## config.mk

```make
export PLATFORM = sky130hd
export DESIGN_NAME = mmh_cmp
export DESIGN_NICKNAME = d
export VERILOG_FILES = /design/src/rtl/min_max_heap_priority_queue_macros.svh /design/src/rtl/mmh_pkg.sv /design/src/rtl/mmh_cmp.sv
export SDC_FILE = /design/constraint.sdc
export NUM_CORES = 1
export LEC_CHECK = 0
export BUFFER_PORTS_ARGS = -buffer_cell sky130_fd_sc_hd__buf_2
export CORE_MARGIN = 4
export CORE_UTILIZATION = 43
export DETAILED_ROUTE_END_ITERATION = 12
export PLACE_DENSITY = 0.92
export SLEW_MARGIN = 40
export SYNTH_ARGS = -nofsm -noshare
export SYNTH_HDL_FRONTEND = slang
export SYNTH_SLANG_ARGS = --single-unit
```

## constraint.sdc

```tcl
create_clock -name vclk -period 3.5
set_clock_uncertainty 0.15 [all_clocks]
set_input_delay 0.7 -clock vclk [all_inputs]
set_output_delay 0.7 -clock vclk [all_outputs]
set_load 0.02 [all_outputs]
```

## src/rtl/min_max_heap_priority_queue_macros.svh

```systemverilog
// assertion macros for the min-max heap priority queue
// used by the top level only, no other dependencies
`ifndef MIN_MAX_HEAP_PRIORITY_QUEUE_MACROS_SVH
`define MIN_MAX_HEAP_PRIORITY_QUEUE_MACROS_SVH

// property that holds at every edge outside reset
`define MMH_ASSERT(label, prop, msg) \
  label: assert property (@(posedge clk) disable iff (rst) (prop)) else $error(msg);

// implication checked in the cycle after the condition
`define MMH_ASSERT_NEXT(label, cond, prop, msg) \
  label: assert property (@(posedge clk) disable iff (rst) (cond) |=> (prop)) else $error(msg);

`endif

```

## src/rtl/mmh_pkg.sv

```systemverilog
// shared types and constants for the min-max heap priority queue
// no dependencies
`default_nettype none

package mmh_pkg;

  localparam int HeapDepth  = 1024;
  localparam int ValueWidth = 32;
  localparam int AddrWidth  = $clog2(HeapDepth + 1);
  localparam int CountWidth = 11;

  localparam logic [2:0] ACT_INSERT   = 3'd0;
  localparam logic [2:0] ACT_FIND_MIN = 3'd1;
  localparam logic [2:0] ACT_FIND_MAX = 3'd2;
  localparam logic [2:0] ACT_DEL_MIN  = 3'd3;
  localparam logic [2:0] ACT_DEL_MAX  = 3'd4;

  localparam logic [1:0] ST_OK    = 2'd0;
  localparam logic [1:0] ST_EMPTY = 2'd1;
  localparam logic [1:0] ST_FULL  = 2'd2;

  // compare unit operations
  localparam logic [1:0] CMP_LT = 2'd0;
  localparam logic [1:0] CMP_GT = 2'd1;
  localparam logic [1:0] CMP_GE = 2'd2;

  typedef struct packed {
    logic [2:0]         action;
    logic signed [31:0] value;
  } req_t;

  typedef struct packed {
    logic signed [31:0] result_value;
    logic [1:0]         status;
    logic [10:0]        count_after;
  } rsp_t;

  typedef struct packed {
    logic                  we;
    logic [AddrWidth-1:0]  waddr;
    logic [ValueWidth-1:0] wdata;
    logic [AddrWidth-1:0]  raddr;
  } mem_req_t;

  // true when the 1-based position lies on an even (minimum) level
  function automatic logic min_level(input logic [AddrWidth-1:0] i);
    logic [$clog2(AddrWidth+1)-1:0] msb;
    msb = '0;
    for (int k = 0; k < AddrWidth; k++) begin
      if (i[k]) msb = k[$clog2(AddrWidth+1)-1:0];
    end
    return ~msb[0];
  endfunction

endpackage

`default_nettype wire

```

## src/rtl/mmh_cmp.sv

```systemverilog
// shared signed compare unit used by every heap walk
// depends on mmh_pkg
`default_nettype none

module mmh_cmp (
  input  wire logic [1:0]                    op,
  input  wire logic [mmh_pkg::ValueWidth-1:0] a,
  input  wire logic [mmh_pkg::ValueWidth-1:0] b,
  output logic                               hit
);

  always_comb begin
    case (op)
      mmh_pkg::CMP_LT: hit = $signed(a) <  $signed(b);
      mmh_pkg::CMP_GT: hit = $signed(a) >  $signed(b);
      mmh_pkg::CMP_GE: hit = $signed(a) >= $signed(b);
      default:         hit = 1'b0;
    endcase
  end

endmodule

`default_nettype wire

```

# Yosys cells after proc, flatten, opt, wreduce, memory -nomap -nowiden
# Index checks and enable logic that the tools add are counted.
# totals
register_bits	0
input_bits	66
output_inout_bits	1
wordCells	7
# op_classes
n_lt_le_gt_ge	3
eq_ne	2
mux	1
reduce_logical	1
# op_table
cell	n
greater-or-equal comparator 32 bit	1
> comparator 32 bit	1
less-than comparator 32 bit	1
case mux 1 bit (3 select lines)	1
== test 2 x 1 -> 1 bit, second input constant	1
== test 2 bit, second input constant	1
zero test 2 bit	1

# Depth between registers and ports, before layout
# logic_depth
depth_word	2
ltp_mapped	8
depth_no_buf	8

# Least setup slack after synthesis
# Ideal clock, no wire load.
# synth_path
path_type	input-to-output
startpoint	input port b[19] in the netlist's numbering
endpoint	output port hit
t_arrival_ns	2.240
required_time_ns	2.650
setup_slack_ns	0.410
stages	8
cell_sequence	inv_1 ha_1 a21oi_2 o21ai_1 a221o_1 a2111oi_4 o211ai_1 nand2_1
# synth_via
elab_chain_cells	2
elab_cells_between_ends	4
cone_classes	order compare: 3; mux: 1
# synth_lines
element	line	rtl
from (decl)	mmh_cmp.sv:8	input wire logic [mmh_pkg::ValueWidth-1:0] b,
greater-or-equal comparator 32 bit (tied with other cells)	mmh_cmp.sv:16	mmh_pkg::CMP_GE: hit = $signed(a) >= $signed(b);
case mux 1 bit (3 select lines) (*)	mmh_cmp.sv:13	case (op)
to (decl)	mmh_cmp.sv:9	output logic hit
# Mark *: on every way between the ends. The rest lies on a longest branch, timed or not.

# Worst setup path in the final report
# layout_path
startpoint	input port a[17] in the netlist's numbering
endpoint	output port hit
# layout_via
elab_chain_cells	2
elab_cells_between_ends	4
cone_classes	order compare: 3; mux: 1
# layout_lines
element	line	rtl
from (decl)	mmh_cmp.sv:7	input wire logic [mmh_pkg::ValueWidth-1:0] a,
greater-or-equal comparator 32 bit (tied with other cells)	mmh_cmp.sv:16	
case mux 1 bit (3 select lines) (*)	mmh_cmp.sv:13	
# Marks and branches as above.

==> flow_summary.toml <==
[status]
status = "completed"

[synthesis]
synth_nets = 219
ys_seq_area_share_pct = 0
synthSimpleGateAreaFrac_pct = 16.34
synth_top_family_by_area = "adder cells"
synthXorXnorAreaFrac_pct = 0
synth.area.mux_share_pct = 0
post_synth_num_cell_types = 24
synth_compound_area_share_pct = 24.72
synthCells = 121
syn_area_per_cell_um2 = 7.404
synthAdderAreaFrac_pct = 44.69
synth_area_um2 = 895.9
yosys_warnings = 0

[grt]
grt_max_degree = 5
grt_usage_pct = 14.32
grt_pass1_wl_um = 3263
grt_pass1_vias = 958
antenna_found_initial = 0
overflow = 0

[routing]
drt_iter0_markers = 3
detail-route-antenna-nets = 0
viasPerCell = 4.907
drc = 0
vias = 1055
wl_per_cell_um = 10.13
firstDrtPassIters = 3
drt_wl_total_um = 2177

[power_and_ir_drop]
total_power_mw = 0.1309
power_leakage_nw = 0.8275
p_per_area_nw_per_um2 = 102.8
vdd_drop_max_v = 0.00005489

[finish]
design.seq.count = 0
seq_area_um2 = 0
antenna_cells = 0
area_growth_pct = 42.18
clock_buffers = 0
finalNetCount = 288
layout-drive-gt1-share_pct = 38.30

[timing]
setup_violations = 0
fin_setup_tns_ps = 0
rsz0062_at_grt = "no"
fmax_mhz = 300.3
fin_crit_ps = 3330
relSlewSlack_pct = 82.01
finalCritPeriodShare_pct = 95.14
final-max-slew-violation-count = 0
finalHoldViolCount = 0
tightest_slew_ps = 267.6

[critical_path]
critPathRequiredTime_ps = 2650
cp_slowest_stage_delay_ps = 380
crit_top_cell = "buf_2"
cp_num_buf_inv = 2
crit_chain = "buf_2, ha_1, a21oi_2, o21ai_1, a221o_1, a2111oi_4, o211ai_1, nand2_1, buf_2"
critical_path_class = "in2out"
startpoint_type = "primary input"
crit_slowest_cell = "a221o_1"
cp.arrival_ps = 2480
critPathCaptureType = "primary output"
crit_family = "compound AO/OA/AOI/OAI gates"
crit_fanout = 2

[die]
start_util_pct = 45.66
rows = 16
die_area_um2 = 2878
coreArea_um2 = 1962
die_w_um = 53.65
pin_count = 67
dieHeight_um = 53.65

[clock_network]
ctsResizeCount = 0
cts_hold_repair.buffers = 0
cts_setup_buffers = 0

[placement]
gp_congestion = 0.6978
dpl.hpwl_um = 2134
numPortBuffers = 67

[flow_run]
drv_cap = 0

[hold_path]
hp-class = "in2out"
## cell usage after synthesis (2+ instances only)
cell      instances  area share [%]
o211ai_1          2             1.7
a211oi_1          2             1.7
nand4_1           4             2.8
and4_1            2             2.0
a21o_1            3             2.5
a21oi_2           2             2.0
ha_1             32              45
inv_1            34              14
nand2_1           7             2.9
a221o_1           2             2.2
nor2_1            3             1.3
a21oi_1          12             6.7
nand3_1           5             2.8
## kinds of logic (layout without fill, tap and decap cells)
group,after synthesis,after routing
AND/OR/NAND/NOR,25,25
AO/OA/AOI/OAI,30,30
buffers and inverters,34,101
adder cells (fa/ha/maj),32,32
## area by class of cell
cell class	count	area, um^2
Multi-Input combinational cell	87	777.0
Tap cell	27	33.78
Fill cell	214	688.2
Timing Repair Buffer	67	335.3
Inverter	34	127.6
## per-stage QoR
step | util (%) | hold WS, ps | instances | area [um^2] | setup slack (ps)
floorplan | - | 1523 | 121 | 895.9 | 409.9
CTS | 64.48 | 1734 | 215 | 1265 | 149.0
global placement | 64.48 | 1716 | 215 | 1265 | 213.7
detailed placement | 64.48 | 1734 | 215 | 1265 | 158.7
finish | 64.92 | 1732 | 215 | 1274 | 170.1
global route | 64.92 | 1769 | 215 | 1274 | 11.34
## path summary, 6_finish.rpt
path	from	endpoint	cells past startpoint
hold / removal	op[0]	hit	5
setup / recovery	a[17]	hit	9
## power breakdown
part           switching [mW]  internal, mW  leakage [nW]  total [mW]
sequential                  0             0             0           0
clock                       0             0             0           0
combinational          0.0622        0.0687         0.828       0.131
total                  0.0622        0.0687         0.828       0.131
## cell usage in the layout, fill, tap and decap left out, types with 2 or more instances in the layout
cell      count
and4_1        2
buf_2        67
a221o_1       2
o211ai_1      2
a21oi_2       2
nand3_1       5
nor2_1        3
a21oi_1      12
a211oi_1      2
ha_1         32
inv_1        34
a21o_1        3
nand4_1       4
nand2_1       7
## layer usage
| layer | global-route usage, % | share of wire, % | vias up |
|---|---|---|---|
| met5 | 0 | 0 | - |
| met2 | 31.84 | 50 | 44 |
| met3 | 2.216 | 11 | 0 |
| met4 | 0 | 0 | 0 |
| li1 | - | - | 566 |
| met1 | 14.05 | 39 | 445 |
No activity file was read; power rests on OpenSTA's default activity.
